## src/hdl/assert_macros.svh

```systemverilog
// assertion macros used by the codec top level
`ifndef ASSERT_MACROS_SVH
`define ASSERT_MACROS_SVH

`ifndef ASSERT_OFF
// same-cycle implication, checked outside reset
`define ASSERT_IMPLY(label, clk, rst_n, ante, cons) \
    label: assert property (@(posedge clk) disable iff (!(rst_n)) (ante) |-> (cons)) \
        else $error("implication check failed");
// next-cycle implication, checked outside reset
`define ASSERT_NEXT(label, clk, rst_n, ante, cons) \
    label: assert property (@(posedge clk) disable iff (!(rst_n)) (ante) |=> (cons)) \
        else $error("next-cycle check failed");
`else
`define ASSERT_IMPLY(label, clk, rst_n, ante, cons)
`define ASSERT_NEXT(label, clk, rst_n, ante, cons)
`endif

`endif

```

## src/hdl/mbc_pkg.sv

```systemverilog
// types, constants and symbol table of the morse byte codec
`timescale 1ns / 1ps

package mbc_pkg;

    localparam int MAX_CODE_LEN_DEF = 6;
    localparam int CODE_LEN_W       = 3;
    localparam int CODE_PAT_W       = 6;
    localparam int TABLE_SIZE       = 40;
    localparam int QUEUE_DEPTH      = 4;
    localparam int PADDR_W          = 3;
    localparam int PDATA_W          = 32;

    localparam logic REG_IDX_MODE = 1'b0;

    localparam logic MODE_ENCODE = 1'b0;
    localparam logic MODE_DECODE = 1'b1;

    localparam logic [7:0] CH_DOT   = 8'h2E;
    localparam logic [7:0] CH_DASH  = 8'h2D;
    localparam logic [7:0] CH_SPACE = 8'h20;
    localparam logic [7:0] CH_PLUS  = 8'h2B;
    localparam logic [7:0] CH_LO_A  = 8'h61;
    localparam logic [7:0] CH_LO_Z  = 8'h7A;
    localparam logic [7:0] CASE_OFS = 8'h20;

    typedef struct packed {
        logic [7:0] in_byte;
        logic       end_of_message;
    } t_in_word;

    typedef struct packed {
        logic [7:0] out_byte;
        logic       run_last;
    } t_out_word;

    typedef struct packed {
        logic [7:0]            ch;
        logic [CODE_LEN_W-1:0] len;
        logic [CODE_PAT_W-1:0] pat;
    } t_sym;

    typedef struct packed {
        logic                  found;
        logic [CODE_LEN_W-1:0] len;
        logic [CODE_PAT_W-1:0] pat;
    } t_enc;

    // one unit of work for the emitter: a character, or a code with optional separator
    typedef struct packed {
        logic                  is_char;
        logic                  sep;
        logic [CODE_LEN_W-1:0] len;
        logic [CODE_PAT_W-1:0] pat;
        logic [7:0]            ch;
    } t_job;

    typedef struct packed {
        logic full;
        logic empty;
    } t_q_status;

    // pattern bit k set when element k is a dash
    localparam t_sym SYM_TABLE [TABLE_SIZE] = '{
        '{"A", 3'd2, 6'b000010}, '{"J", 3'd4, 6'b001110}, '{"S", 3'd3, 6'b000000},
        '{"2", 3'd5, 6'b011100}, '{"B", 3'd4, 6'b000001}, '{"K", 3'd3, 6'b000101},
        '{"T", 3'd1, 6'b000001}, '{"3", 3'd5, 6'b011000}, '{"C", 3'd4, 6'b000101},
        '{"L", 3'd4, 6'b000010}, '{"U", 3'd3, 6'b000100}, '{"4", 3'd5, 6'b010000},
        '{"D", 3'd3, 6'b000001}, '{"M", 3'd2, 6'b000011}, '{"V", 3'd4, 6'b001000},
        '{"5", 3'd5, 6'b000000}, '{"E", 3'd1, 6'b000000}, '{"N", 3'd2, 6'b000001},
        '{"W", 3'd3, 6'b000110}, '{"6", 3'd5, 6'b000001}, '{"F", 3'd4, 6'b000100},
        '{"O", 3'd3, 6'b000111}, '{"X", 3'd4, 6'b001001}, '{"7", 3'd5, 6'b000011},
        '{"G", 3'd3, 6'b000011}, '{"P", 3'd4, 6'b000110}, '{"Y", 3'd4, 6'b001101},
        '{"8", 3'd5, 6'b000111}, '{"H", 3'd4, 6'b000000}, '{"Q", 3'd4, 6'b001011},
        '{"Z", 3'd4, 6'b000011}, '{"9", 3'd5, 6'b001111}, '{"I", 3'd2, 6'b000000},
        '{"R", 3'd3, 6'b000010}, '{"1", 3'd5, 6'b011110}, '{"0", 3'd5, 6'b011111},
        '{" ", 3'd5, 6'b010001}, '{"?", 3'd6, 6'b001100}, '{"!", 3'd6, 6'b110011},
        '{",", 3'd6, 6'b101010}
    };

    // text byte to code, lower case folded to upper case
    function automatic t_enc enc_lookup(input logic [7:0] b);
        logic [7:0] u;
        t_enc       res;
        u   = (b >= CH_LO_A && b <= CH_LO_Z) ? (b - CASE_OFS) : b;
        res = '0;
        for (int i = TABLE_SIZE - 1; i >= 0; i--) begin
            if (SYM_TABLE[i].ch == u) begin
                res.found = 1'b1;
                res.len   = SYM_TABLE[i].len;
                res.pat   = SYM_TABLE[i].pat;
            end
        end
        return res;
    endfunction

    // code to character, lowest table entry wins, no match gives plus
    function automatic logic [7:0] dec_lookup(input logic [3:0] len,
                                              input logic [CODE_PAT_W-1:0] pat);
        logic [7:0] res;
        res = CH_PLUS;
        for (int i = TABLE_SIZE - 1; i >= 0; i--) begin
            if ({1'b0, SYM_TABLE[i].len} == len && SYM_TABLE[i].pat == pat) begin
                res = SYM_TABLE[i].ch;
            end
        end
        return res;
    endfunction

endpackage

```

## src/hdl/mbc_front.sv

```systemverilog
// front end: accepts bytes, tracks message state, builds emitter jobs
`timescale 1ns / 1ps

module mbc_front #(
    parameter int MAX_CODE_LEN = mbc_pkg::MAX_CODE_LEN_DEF
) (
    input  logic                i_clk,
    input  logic                i_rst_n,
    input  logic                i_mode,
    input  logic                i_clear,
    input  logic                i_in_valid,
    output logic                o_in_ready,
    input  mbc_pkg::t_in_word   i_in_word,
    input  mbc_pkg::t_q_status  i_qstat,
    output logic                o_push,
    output mbc_pkg::t_job       o_job
);

    localparam int LEN_W = $clog2(MAX_CODE_LEN + 2);
    localparam int PAT_W = MAX_CODE_LEN;

    logic             r_emitted, n_emitted;
    logic [LEN_W-1:0] r_len, n_len;
    logic [PAT_W-1:0] r_pat, n_pat;
    logic             r_inv, n_inv;
    logic             r_absorb, n_absorb;

    logic             accept;
    logic [7:0]       b;
    logic             eom;
    logic             is_space;
    logic [LEN_W-1:0] ext_len;
    logic [PAT_W-1:0] ext_pat;
    logic             ext_inv;
    logic [LEN_W-1:0] dec_len;
    logic [PAT_W-1:0] dec_pat;
    logic             dec_inv;
    logic [7:0]       dec_ch;
    mbc_pkg::t_enc    enc;

    assign o_in_ready = !i_qstat.full;

    always_comb begin
        accept   = i_in_valid && o_in_ready;
        b        = i_in_word.in_byte;
        eom      = i_in_word.end_of_message;
        is_space = (b == mbc_pkg::CH_SPACE);

        // token as it stands after this byte joins it
        ext_len = r_len + LEN_W'(1);
        ext_pat = r_pat;
        if (b == mbc_pkg::CH_DASH && r_len < LEN_W'(MAX_CODE_LEN)) begin
            ext_pat = r_pat | (PAT_W'(1) << r_len);
        end
        ext_inv = r_inv || !(b == mbc_pkg::CH_DOT || b == mbc_pkg::CH_DASH);

        // a space closes the token as it was, anything else closes the grown one
        dec_len = is_space ? r_len : ext_len;
        dec_pat = is_space ? r_pat : ext_pat;
        dec_inv = is_space ? r_inv : ext_inv;
        if (dec_inv || dec_len == '0 || dec_len > LEN_W'(MAX_CODE_LEN)) begin
            dec_ch = mbc_pkg::CH_PLUS;
        end else begin
            dec_ch = mbc_pkg::dec_lookup(4'(dec_len), mbc_pkg::CODE_PAT_W'(dec_pat));
        end

        enc = mbc_pkg::enc_lookup(b);

        n_emitted = r_emitted;
        n_len     = r_len;
        n_pat     = r_pat;
        n_inv     = r_inv;
        n_absorb  = r_absorb;
        o_push    = 1'b0;
        o_job     = '0;

        if (accept) begin
            if (i_mode == mbc_pkg::MODE_ENCODE) begin
                if (enc.found) begin
                    o_push     = 1'b1;
                    o_job.sep  = r_emitted;
                    o_job.len  = enc.len;
                    o_job.pat  = enc.pat;
                    n_emitted  = 1'b1;
                end
            end else if (r_absorb && is_space) begin
                n_absorb = 1'b0;
            end else begin
                n_absorb = 1'b0;
                if (is_space) begin
                    o_push        = 1'b1;
                    o_job.is_char = 1'b1;
                    o_job.ch      = dec_ch;
                    n_len         = '0;
                    n_pat         = '0;
                    n_inv         = 1'b0;
                end else begin
                    n_len = ext_len;
                    n_pat = ext_pat;
                    n_inv = ext_inv;
                    if (ext_len >= LEN_W'(MAX_CODE_LEN + 1) || eom) begin
                        o_push        = 1'b1;
                        o_job.is_char = 1'b1;
                        o_job.ch      = dec_ch;
                        n_len         = '0;
                        n_pat         = '0;
                        n_inv         = 1'b0;
                        n_absorb      = (ext_len >= LEN_W'(MAX_CODE_LEN + 1));
                    end
                end
            end
            if (eom) begin
                n_emitted = 1'b0;
                n_len     = '0;
                n_pat     = '0;
                n_inv     = 1'b0;
                n_absorb  = 1'b0;
            end
        end

        if (i_clear) begin
            n_emitted = 1'b0;
            n_len     = '0;
            n_pat     = '0;
            n_inv     = 1'b0;
            n_absorb  = 1'b0;
        end
    end

    always_ff @(posedge i_clk) begin
        if (!i_rst_n) begin
            r_emitted <= 1'b0;
            r_len     <= '0;
            r_pat     <= '0;
            r_inv     <= 1'b0;
            r_absorb  <= 1'b0;
        end else begin
            r_emitted <= n_emitted;
            r_len     <= n_len;
            r_pat     <= n_pat;
            r_inv     <= n_inv;
            r_absorb  <= n_absorb;
        end
    end

endmodule

```

## src/hdl/mbc_queue.sv

```systemverilog
// small job queue between front end and emitter
`timescale 1ns / 1ps

module mbc_queue (
    input  logic                i_clk,
    input  logic                i_rst_n,
    input  logic                i_push,
    input  mbc_pkg::t_job       i_job,
    input  logic                i_pop,
    output mbc_pkg::t_job       o_head,
    output mbc_pkg::t_q_status  o_stat
);

    localparam int DEPTH = mbc_pkg::QUEUE_DEPTH;
    localparam int PTR_W = $clog2(DEPTH);
    localparam int CNT_W = $clog2(DEPTH + 1);

    mbc_pkg::t_job    r_mem [DEPTH];
    logic [PTR_W-1:0] r_wr_ptr, n_wr_ptr;
    logic [PTR_W-1:0] r_rd_ptr, n_rd_ptr;
    logic [CNT_W-1:0] r_count, n_count;

    always_comb begin
        o_stat.full  = (r_count == CNT_W'(DEPTH));
        o_stat.empty = (r_count == '0);
        o_head       = r_mem[r_rd_ptr];

        n_wr_ptr = i_push ? r_wr_ptr + PTR_W'(1) : r_wr_ptr;
        n_rd_ptr = i_pop  ? r_rd_ptr + PTR_W'(1) : r_rd_ptr;
        n_count  = r_count + CNT_W'(i_push) - CNT_W'(i_pop);
    end

    always_ff @(posedge i_clk) begin
        if (i_push) begin
            r_mem[r_wr_ptr] <= i_job;
        end
    end

    always_ff @(posedge i_clk) begin
        if (!i_rst_n) begin
            r_wr_ptr <= '0;
            r_rd_ptr <= '0;
            r_count  <= '0;
        end else begin
            r_wr_ptr <= n_wr_ptr;
            r_rd_ptr <= n_rd_ptr;
            r_count  <= n_count;
        end
    end

endmodule

```

## src/hdl/mbc_back.sv

```systemverilog
// emitter: turns jobs into registered output bytes, one per cycle unless stalled
`timescale 1ns / 1ps

module mbc_back (
    input  logic                i_clk,
    input  logic                i_rst_n,
    input  mbc_pkg::t_job       i_head,
    input  mbc_pkg::t_q_status  i_qstat,
    output logic                o_pop,
    output logic                o_out_valid,
    input  logic                i_out_ready,
    output mbc_pkg::t_out_word  o_out_word
);

    localparam int STEP_W = mbc_pkg::CODE_LEN_W;

    logic                  r_active, n_active;
    mbc_pkg::t_job         r_job, n_job;
    logic [STEP_W-1:0]     r_step, n_step;
    logic                  r_out_valid, n_out_valid;
    mbc_pkg::t_out_word    r_out_word, n_out_word;

    logic                  can_emit;
    logic [STEP_W-1:0]     total;
    logic                  last;
    logic [STEP_W-1:0]     elt;
    logic [mbc_pkg::CODE_PAT_W-1:0] pat_sh;
    logic [7:0]            cur_byte;

    always_comb begin
        can_emit = !r_out_valid || i_out_ready;
        total    = r_job.is_char ? STEP_W'(1) : r_job.len + STEP_W'(r_job.sep);
        last     = (r_step == total - STEP_W'(1));
        elt      = r_step - STEP_W'(r_job.sep);
        pat_sh   = r_job.pat >> elt;

        if (r_job.is_char) begin
            cur_byte = r_job.ch;
        end else if (r_job.sep && r_step == '0) begin
            cur_byte = mbc_pkg::CH_SPACE;
        end else if (pat_sh[0]) begin
            cur_byte = mbc_pkg::CH_DASH;
        end else begin
            cur_byte = mbc_pkg::CH_DOT;
        end

        n_active    = r_active;
        n_job       = r_job;
        n_step      = r_step;
        n_out_valid = r_out_valid && !i_out_ready;
        n_out_word  = r_out_word;
        o_pop       = 1'b0;

        if (r_active && can_emit) begin
            n_out_valid         = 1'b1;
            n_out_word.out_byte = cur_byte;
            n_out_word.run_last = last;
            if (last) begin
                if (!i_qstat.empty) begin
                    o_pop  = 1'b1;
                    n_job  = i_head;
                    n_step = '0;
                end else begin
                    n_active = 1'b0;
                end
            end else begin
                n_step = r_step + STEP_W'(1);
            end
        end else if (!r_active && !i_qstat.empty) begin
            o_pop    = 1'b1;
            n_job    = i_head;
            n_step   = '0;
            n_active = 1'b1;
        end
    end

    assign o_out_valid = r_out_valid;
    assign o_out_word  = r_out_word;

    always_ff @(posedge i_clk) begin
        r_job      <= n_job;
        r_out_word <= n_out_word;
        if (!i_rst_n) begin
            r_active    <= 1'b0;
            r_step      <= '0;
            r_out_valid <= 1'b0;
        end else begin
            r_active    <= n_active;
            r_step      <= n_step;
            r_out_valid <= n_out_valid;
        end
    end

endmodule

```

## src/hdl/morse_byte_codec.sv

```systemverilog
// top level of the morse byte codec: config register, front end, queue, emitter
//
//  channel  | direction | handshake               | word
//  ---------+-----------+-------------------------+----------------------------------
//  input    | in        | i_in_valid / o_in_ready | i_in_word  {in_byte, end_of_message}
//  output   | out       | o_out_valid/ i_out_ready| o_out_word {out_byte, run_last}
//  config   | in        | psel/penable/pready     | pwdata[0] = mode, paddr 0
//
//  an input word is classified in the cycle it is accepted; a result job goes to a
//  four-entry queue; the emitter sends one output byte per cycle from it unless the
//  output stalls; an encoded character gives separator plus code length bytes, up to
//  7, a decoded token gives 1; the emitter's one byte per cycle sets the sustained
//  rate; a job goes from the queue via the job register into the output register
//  reset is synchronous, active low; no clearing pass is needed
//  the input side stalls only while the queue is full; the output register lets the
//  emitter work ahead of a stalled consumer by one word
`timescale 1ns / 1ps
`include "assert_macros.svh"

module morse_byte_codec #(
    parameter int MAX_CODE_LEN = mbc_pkg::MAX_CODE_LEN_DEF
) (
    input  logic                        i_clk,
    input  logic                        i_rst_n,
    // input words
    input  logic                        i_in_valid,
    output logic                        o_in_ready,
    input  mbc_pkg::t_in_word           i_in_word,
    // output words
    output logic                        o_out_valid,
    input  logic                        i_out_ready,
    output mbc_pkg::t_out_word          o_out_word,
    // configuration port
    input  logic                        psel,
    input  logic                        penable,
    input  logic                        pwrite,
    input  logic [mbc_pkg::PADDR_W-1:0] paddr,
    input  logic [mbc_pkg::PDATA_W-1:0] pwdata,
    output logic [mbc_pkg::PDATA_W-1:0] prdata,
    output logic                        pready
);

    // mode register
    logic r_mode, n_mode;
    logic cfg_wr;
    logic mode_wr;

    // front end to queue
    logic               push;
    mbc_pkg::t_job      push_job;
    // queue to emitter
    logic               pop;
    mbc_pkg::t_job      head;
    mbc_pkg::t_q_status qstat;

    assign pready  = 1'b1;
    // register index is the address bit above the word offset
    assign cfg_wr  = psel && penable && pwrite && pready;
    assign mode_wr = cfg_wr && (paddr[mbc_pkg::PADDR_W-1] == mbc_pkg::REG_IDX_MODE);

    always_comb begin
        n_mode = mode_wr ? pwdata[0] : r_mode;
        if (paddr[mbc_pkg::PADDR_W-1] == mbc_pkg::REG_IDX_MODE) begin
            prdata = {{(mbc_pkg::PDATA_W-1){1'b0}}, r_mode};
        end else begin
            prdata = '0;
        end
    end

    always_ff @(posedge i_clk) begin
        if (!i_rst_n) begin
            r_mode <= mbc_pkg::MODE_ENCODE;
        end else begin
            r_mode <= n_mode;
        end
    end

    // classification and message state; a mode write clears the message
    mbc_front #(
        .MAX_CODE_LEN (MAX_CODE_LEN)
    ) u_front (
        .i_clk      (i_clk),
        .i_rst_n    (i_rst_n),
        .i_mode     (r_mode),
        .i_clear    (mode_wr),
        .i_in_valid (i_in_valid),
        .o_in_ready (o_in_ready),
        .i_in_word  (i_in_word),
        .i_qstat    (qstat),
        .o_push     (push),
        .o_job      (push_job)
    );

    mbc_queue u_queue (
        .i_clk   (i_clk),
        .i_rst_n (i_rst_n),
        .i_push  (push),
        .i_job   (push_job),
        .i_pop   (pop),
        .o_head  (head),
        .o_stat  (qstat)
    );

    // byte serializer with output register
    mbc_back u_back (
        .i_clk       (i_clk),
        .i_rst_n     (i_rst_n),
        .i_head      (head),
        .i_qstat     (qstat),
        .o_pop       (pop),
        .o_out_valid (o_out_valid),
        .i_out_ready (i_out_ready),
        .o_out_word  (o_out_word)
    );

    // the front end never writes into a full queue
    `ASSERT_IMPLY(a_no_overflow, i_clk, i_rst_n, push, !qstat.full)
    // the emitter never pops an empty queue
    `ASSERT_IMPLY(a_no_underflow, i_clk, i_rst_n, pop, !qstat.empty)
    // encoding only ever produces dots, dashes and separators
    `ASSERT_IMPLY(a_enc_alphabet, i_clk, i_rst_n,
        o_out_valid && (r_mode == mbc_pkg::MODE_ENCODE),
        o_out_word.out_byte == mbc_pkg::CH_DOT || o_out_word.out_byte == mbc_pkg::CH_DASH ||
        o_out_word.out_byte == mbc_pkg::CH_SPACE)
    // a decoded character is always the only result of its byte
    `ASSERT_IMPLY(a_dec_single, i_clk, i_rst_n,
        o_out_valid && (r_mode == mbc_pkg::MODE_DECODE), o_out_word.run_last)

endmodule
```

## config.mk

```make
export PLATFORM = sky130hd
export DESIGN_NAME = morse_byte_codec
export DESIGN_NICKNAME = d
export VERILOG_FILES = /design/src/hdl/mbc_pkg.sv /design/src/hdl/mbc_front.sv /design/src/hdl/mbc_queue.sv /design/src/hdl/mbc_back.sv /design/src/hdl/morse_byte_codec.sv
export VERILOG_INCLUDE_DIRS = /design/src /design/src/hdl
export SDC_FILE = /design/constraint.sdc
export NUM_CORES = 1
export LEC_CHECK = 0
export ABC_AREA = 1
export BUFFER_PORTS_ARGS = -buffer_cell sky130_fd_sc_hd__buf_2
export CAP_MARGIN = 40
export CORE_ASPECT_RATIO = 0.75
export CORE_MARGIN = 3
export CORE_UTILIZATION = 50
export CTS_BUF_LIST = sky130_fd_sc_hd__clkbuf_16
export CTS_CLUSTER_DIAMETER = 40
export DETAILED_ROUTE_END_ITERATION = 16
export PLACE_DENSITY = 0.78
export REMOVE_ABC_BUFFERS = 1
export SLEW_MARGIN = 25
export SYNTH_ARGS = -nofsm -noshare
export SYNTH_HDL_FRONTEND = slang
export SYNTH_SLANG_ARGS = --single-unit
```

## constraint.sdc

```tcl
create_clock -name i_clk -period 4.65 [get_ports i_clk]
set_input_delay 0.465 -clock i_clk [delete_from_list [all_inputs] [get_ports i_clk]]
set_output_delay 0.465 -clock i_clk [all_outputs]
set_load 0.05 [all_outputs]
```

**Word level (Yosys, flattened, before mapping)**

Memory sizes are Yosys's and may differ from the RTL's. A register that Yosys moved wholly into a read port is not among the register bits.
Index checks and enable logic that the tools add are counted.

- Register bits: 53
- Latch bits: 0
- Bits in writable memories: 76
- Bits in read-only memories: 0
- Input port bits: 51
- Output and inout port bits: 44
- Memories kept: 1

Memories:

| name | words | bits a word | read ports | clocked after memory_dff | wr ports | line | source |
|---|---|---|---|---|---|---|---|
| u_queue.r_mem | 4 | 19 | 1 | 1 | 1 | mbc_queue.sv:18 | `mbc_pkg::t_job r_mem [DEPTH];` |

- Add/subtract/negate cells: 10
- Multipliers: 0
- Div/mod/pow operators: 0
- Magnitude comparators: 5
- Equal/unequal tests: 79
- Shift operators: 2
- Multiplexer cells: 149
- Bitwise logic cells: 3
- Reductions and logical operators: 77

Operators with widths:

| kind | count |
|---|---|
| 2-to-1 mux 10 bit | 42 |
| 2-to-1 mux 7 bit | 34 |
| == test 7 x 8 -> 1 bit, first input constant | 26 |
| == test 6 x 8 -> 1 bit, first input constant | 14 |
| 2-to-1 mux 19 bit | 5 |
| 2-to-1 mux 8 bit | 8 |
| logical AND 1 bit | 51 |
| == test 4 x 6 -> 1 bit, first input constant | 7 |
| 2-to-1 mux 6 bit | 7 |
| == test 5 x 6 -> 1 bit, first input constant | 6 |
| 2-to-1 mux 3 bit | 12 |
| 2-to-1 mux 1 bit | 33 |
| == test 3 x 6 -> 1 bit, first input constant | 4 |
| == test 8 x 6 -> 1 bit, second input constant | 3 |
| 2-to-1 mux 5 bit | 4 |
| == test 2 x 6 -> 1 bit, first input constant | 2 |
| == test 6 bit, first input constant | 2 |
| AND reduction 3 bit | 4 |
| == test 3 bit, first input constant | 3 |
| zero test 3 bit | 3 |
| greater-or-equal comparator 8 x 7 -> 1 bit, second input constant | 1 |
| less-or-equal comparator 8 x 7 -> 1 bit, second input constant | 1 |
| subtractor 8 x 6 -> 8 bit, second input constant | 1 |
| adder 3 x 1 -> 3 bit | 2 |
| other kinds (27) | 50 |

**Longest topological paths before layout**

- Word-level depth: 52
- Mapped depth: 23
- Depth with buffers taken out: 23

**Hierarchy**

A second synthesis with hierarchy kept.

- Cells, all modules: 1002
- Area total of the unflattened synthesis: 8264.2 sq um

By module, submodules not included:

| module | times used | cells each | area an instance (sq um) | sequential area each (sq um) |
|---|---|---|---|---|
| mbc_queue | 1 | 276 | 3613.5 | 2462.4 |
| mbc_front | 1 | 552 | 2886.5 | 240.2 |
| mbc_back | 1 | 125 | 1440.1 | 940.9 |
| morse_byte_codec | 1 | 49 | 324.1 | 20.0 |

**Worst setup path before layout**

OpenSTA, ideal clock, no wires.

- Path type: input -> register
- From: input port i_in_word[1] in the netlist's numbering
- To: memory u_queue.r_mem[0][0] in the netlist's numbering, enable pin
- Library setup time: 0.393 ns
- Data arrival time: 2.767 ns
- Data required time: 4.257 ns
- Path slack: 1.491 ns
- Stages on the path: 16
- Path buffers: 0
- Path through: inv_1 nand2_1 nor2_1 nand2_1 nand3_2 o21bai_4 nand3_2 nor2_1 nor2_1 o2111ai_1 nor2_1 nand3_2 nand2_4 inv_2 nor2_4 nor2_1

- Longest elaborated chain between the ends: 49
- Elaborated cells between the ends (all ways): 94
- Those cells by class: 1 x add/sub; 2 x order compare; 41 x eq/ne; 48 x mux; 2 x reduce/logical

Ends and longest elaborated chain:

| what | line | source |
|---|---|---|
| start, declared | morse_byte_codec.sv:28 | `input mbc_pkg::t_in_word i_in_word,` |
| greater-or-equal comparator 8 x 7 -> 1 bit or less-or-equal comparator 8 x 7 -> 1 bit (tied branches) | mbc_pkg.sv:85 | `u = (b >= CH_LO_A && b <= CH_LO_Z) ? (b - CASE_OFS) : b;` |
| logical AND 1 bit | mbc_pkg.sv:85 |  |
| 2-to-1 mux 8 bit | mbc_pkg.sv:85 |  |
| == test 6 x 8 -> 1 bit | mbc_pkg.sv:88 | `if (SYM_TABLE[i].ch == u) begin` |
| 2-to-1 mux 10 bit (40 in a row) | mbc_pkg.sv:88 |  |
| 2-to-1 mux 1 bit | mbc_front.sv:79 | `if (enc.found) begin` |
| 2-to-1 mux 1 bit (*) | mbc_front.sv:78 | `if (i_mode == mbc_pkg::MODE_ENCODE) begin` |
| 2-to-1 mux 1 bit (*) | mbc_front.sv:77 | `if (accept) begin` |
| 2-to-1 mux 1 bit (*) | mbc_queue.sv:34 | `if (i_push) begin` |
| 2-to-1 mux 1 bit (not written as such) (*) | mbc_queue.sv:35 | `r_mem[r_wr_ptr] <= i_job;` |
| end, declared | mbc_queue.sv:18 |  |

Every way passes the cells marked *; elsewhere a longest branch is shown, timed or not.

**Final worst setup path**

- From: register u_back.r_job[17] in the netlist's numbering
- To: register u_queue.r_count[2]

- Longest elaborated chain between the ends: 7

Ends and longest elaborated chain:

| what | line | source |
|---|---|---|
| start, declared | mbc_back.sv:18 | `mbc_pkg::t_job r_job, n_job;` |
| start signal, assigned | mbc_back.sv:81 | `r_job <= n_job;` |
| adder 3 x 1 -> 3 bit | mbc_back.sv:32 | `total = r_job.is_char ? STEP_W'(1) : r_job.len + STEP_W'(r_job.sep);` |
| 2-to-1 mux 3 bit | mbc_back.sv:32 |  |
| subtractor 3 x 1 -> 3 bit | mbc_back.sv:33 | `last = (r_step == total - STEP_W'(1));` |
| == test 3 bit | mbc_back.sv:33 |  |
| via u_back.last | mbc_back.sv:25 | `logic last;` |
| 2-to-1 mux 1 bit | mbc_back.sv:58 | `if (last) begin` |
| 2-to-1 mux 1 bit | mbc_back.sv:54 | `if (r_active && can_emit) begin` |
| via pop | morse_byte_codec.sv:52 | `logic pop;` |
| subtractor 3 x 1 -> 3 bit | mbc_queue.sv:30 | `n_count = r_count + CNT_W'(i_push) - CNT_W'(i_pop);` |
| end signal, assigned | mbc_queue.sv:47 | `r_count <= n_count;` |
| end, declared | mbc_queue.sv:21 | `logic [CNT_W-1:0] r_count, n_count;` |

The timed path passes the listed nets, and every way through them passes these cells.
A chain may end at the register's enable or synchronous reset.

==> metrics.md <==
| Metric | Value |
|---|---|
| Root Buffer | `clkbuf_16` |
| Net switching power | `0.00141 W` |
| Power per standard cell area | `slightly below 500 nW/µm²` |
| Yosys top cell area share | `about two fifths` |
| Crit-path cells | `ha_1, ha_1, nand2_1, ha_1, xor2_1, xor2_1, nand4_1, inv_1, nor2_1, nor2_1, ha_1, inv_1, ha_1, fa_1, inv_1, o21ai_0, a21oi_1` |
| Detail Route Antenna Nets | `0` |
| Ant diodes | `0` |
| Initial antenna violation count | `0` |
| Max stage delay on crit path | `0.43 ns` |
| Placer Congestion | `around 1` |
| Synth top area cells | `edfxtp_1 (40%), nor2_1 (8.5%), dfxtp_1 (7.3%)` |
| Status | `completed` |
| Clock buffer depth | `2` |
| Starting Density | `between 50% and 60%` |
| Internal power | `0.00268 W` |
| Asr flop ratio synth | `0%` |
| Buffers on Ports | `28` |
| Vias | `around 6200` |
| Top FF cell, synth | `edfxtp_1` |
| Worst Setup End Kind | `register` |
| Chip Width | `147 µm` |
| WS Path Type | `reg -> reg` |
| Crit. Startpoint | `u_back.r_job[17]` |
| Fin. max-slew vios | `0` |
| Tmin final | `roughly 3.4 ns` |
| Grt total ovfl | `0` |
| Resized Gates After CTS | `0` |
| Most common cell after layout, fill and taps aside | `nor2_1` |
| Avg Cell Area, Syn | `8.12 µm²` |
| Synth area leader | `edfxtp_1` |
| Slowest-stage cell, CP | `edfxtp_1` |
| Core Region | `between 10000 and 15000 µm²` |
| Peak VDD IR | `about 0.26 mV` |
| Setup TNS | `0 ns` |
| Fillers | `roughly 1200` |
| Cells after Synth | `~920` |
| Post-placement cell count | `around 1100` |
| CP Launch Type | `register` |
| Hold Crit Start | `pwdata[0]` |
| Most frequent cells in the layout | `nor2_1 (168), nand2_1 (134), inv_1 (112)` |
| Largest net degree at the start of global routing | `38` |
| Hold Path Depth | `3` |
| H-tree Lvls | `4` |
| Layout Skew | `0.00675 ns` |
| Non-Filler Instances | `1161` |
| Number of global-route vias before repair | `5564` |
| Sequential share of power | `approximately 38%` |
| Reg2Reg Depth | `17` |
| Final worst path period share | `between 70% and 80%` |
| CTS Hold Bufs | `0` |
| Critical path data arrival time | `3.70 ns` |
| Switching share of power | `34.5%` |
| Drt drc | `0` |
| Global-route wire length before repair | `around 27 mm` |
| Worst slew pin tran | `approximately 0.67 ns` |
| RSZ-0062 raised after global routing | `no` |
| Iter 0 DRT Violations | `~560` |
| Critical Path Most Common Cell | `ha_1` |
| Post-CTS Setup Inserts | `0` |
| Worst hold path class | `in -> reg` |
| Die area | `between 15000 and 20000 µm²` |
| WL/cell | `14.2 µm` |
| P_leak | `approximately 3.6 nW` |
| Max Cap Viol | `0` |
| Post-synth EDFFs | `98` |
| Reg clk slew, reported paths | `approximately 0.06 ns` |
| Ys Warns | `0` |
| Sequential share of the synthesized area | `between 40% and 50%` |
| Max-slew headroom | `54.8%` |
| Area grow syn2layout | `11.6%` |
| Combinational share of power | `28.8%` |
| Multi-input gate area | `3270 µm²` |
| I/O Pins | `95` |
| Max FO, Critical Path | `6` |
| Yosys reg bits | `125` |
| Worst-skew pair later-pin latency | `between 0.4 and 0.5 ns` |
| Clock share of power | `33.3%` |
| Final count of hold timing violations | `0` |
| Register area | `approximately 3500 µm²` |
| CTS tree | `yes` |
| Total CTS buffers | `17` |
| Drt via density | `between 5 and 6` |
| Synth unique cells | `44` |
| Critical Path RT | `about 5 ns` |
| Number of iterations in the first detailed-routing pass | `5` |
| Layout Nets | `roughly 1000` |
| Share of cells above drive strength 1 | `approximately 12%` |
| RR Startpoint | `u_back.r_job[17]` |
| Max Fclk | `about 300 MHz` |
| Std cell rows | `37` |
| Die height | `around 110 µm` |
| Netlist Area Pre-Place | `~7400 µm²` |
| Final WL | `around 16 mm` |
| Hpwl dp | `11.9 mm` |
| Final setup violation count | `0` |
| CTS Sinks | `about 130` |
| Aggregate global-route resource usage | `between 20% and 30%` |
Yosys cell counts (3+ instances only):
cell type,n
o21ai_0,64
nor2_4,4
nor3_1,27
nand2_2,9
inv_2,15
o22ai_1,19
inv_1,112
buf_4,34
nand4_1,26
nand3_2,8
nand2_1,134
nor2_1,168
a21oi_1,37
a211oi_1,3
nand3b_1,3
nor2_2,6
o21ai_1,5
o2111ai_1,3
xor2_1,4
nor4_1,10
nand3_1,43
ha_1,20
clkbuf_1,12
dfxtp_1,27
edfxtp_1,98
power groups by stage:
stage	clock network (W)	logic, W	registers [W]
4_1_cts	0.00138	0.00118	0.00155
3_3_place_gp	0	0.00113	0.00157
3_5_place_dp	0	0.00116	0.00157
2_1_floorplan	0	0.000749	0.00169
6_report	0.00136	0.00118	0.00155
5_1_grt	0.00144	0.00133	0.00157
metal layers:
metal	global-route usage [%]	wire, µm	vias up
met5	0	0	-
met4	6.64	211	0
met3	5.13	1220	20
met2	30.1	7280	247
met1	29.1	7720	2796
li1	-	-	3093
kinds of logic (layout without fill, tap and decap cells):
group           after synthesis  count (layout)  synth area share, %
compound gates              138             138                 10.4
xor+xnor                      5               5                0.589
fa+ha+maj                    21              21                 3.64
buf+inv                     176             196                 10.7
flops                       125             125                 46.9
other cells                   2              33                0.101
simple gates                448             448                 27.7
per-stage QoR:
stage                     cell area (µm²)  setup WS [ns]  total power (W)  hold slack, ns  util, %
after detailed placement             7670          0.970          0.00273           0.443     54.4
after global routing                 8290           1.08          0.00434           0.312     58.7
after global placement               7670           1.07          0.00270           0.439     54.4
final                                8290           1.29          0.00410           0.296     58.7
after CTS                            8290           1.29          0.00412           0.278     58.7
after floorplan                      7230           1.45          0.00244           0.431        -
critical path: cells and delay by family, from the launching register on:
kind / cells / cell delay (ns)
AO/OA/AOI/OAI: 2 / 0.22
XOR/XNOR: 2 / 0.31
adder cells (fa/ha/maj): 6 / 1.58
buffers and inverters: 3 / 0.18
flip-flops: 1 / 0.43
AND/OR/NAND/NOR: 4 / 0.58
flip-flops by register name, indices dropped and copies added (netlist names), named ones only:
| signal | flops |
|---|---|
| r_mode | 1 |
| u_back.o_out_valid | 1 |
| u_back.o_out_word | 8 |
| u_back.r_active | 1 |
| u_back.r_job | 18 |
| u_back.r_step | 3 |
| u_front.r_absorb | 1 |
| u_front.r_emitted | 1 |
| u_front.r_inv | 1 |
| u_front.r_len | 3 |
| u_front.r_pat | 6 |
| u_queue.r_count | 3 |
| u_queue.r_mem | 72 |
| u_queue.r_rd_ptr | 2 |
| u_queue.r_wr_ptr | 2 |
final timing paths:
check	endpoint	slack, ns
worst max-delay path	u_queue.r_count[2]	1.29
worst min-delay path	r_mode	0.30
worst max register to register	u_queue.r_count[2]	1.29
worst min register to register	u_front.r_emitted	0.46
layout make-up:
cell class / instances / area share (%)
repair buffers: 36 / 2.41
clock buffers: 17 / 5.13
inverters: 128 / 5.79
multi-input cells: 645 / 39.4
flip-flops and latches: 125 / 42.0
well taps: 195 / 2.94
clock inverters: 15 / 2.32
(Power assumes the default switching activity.)
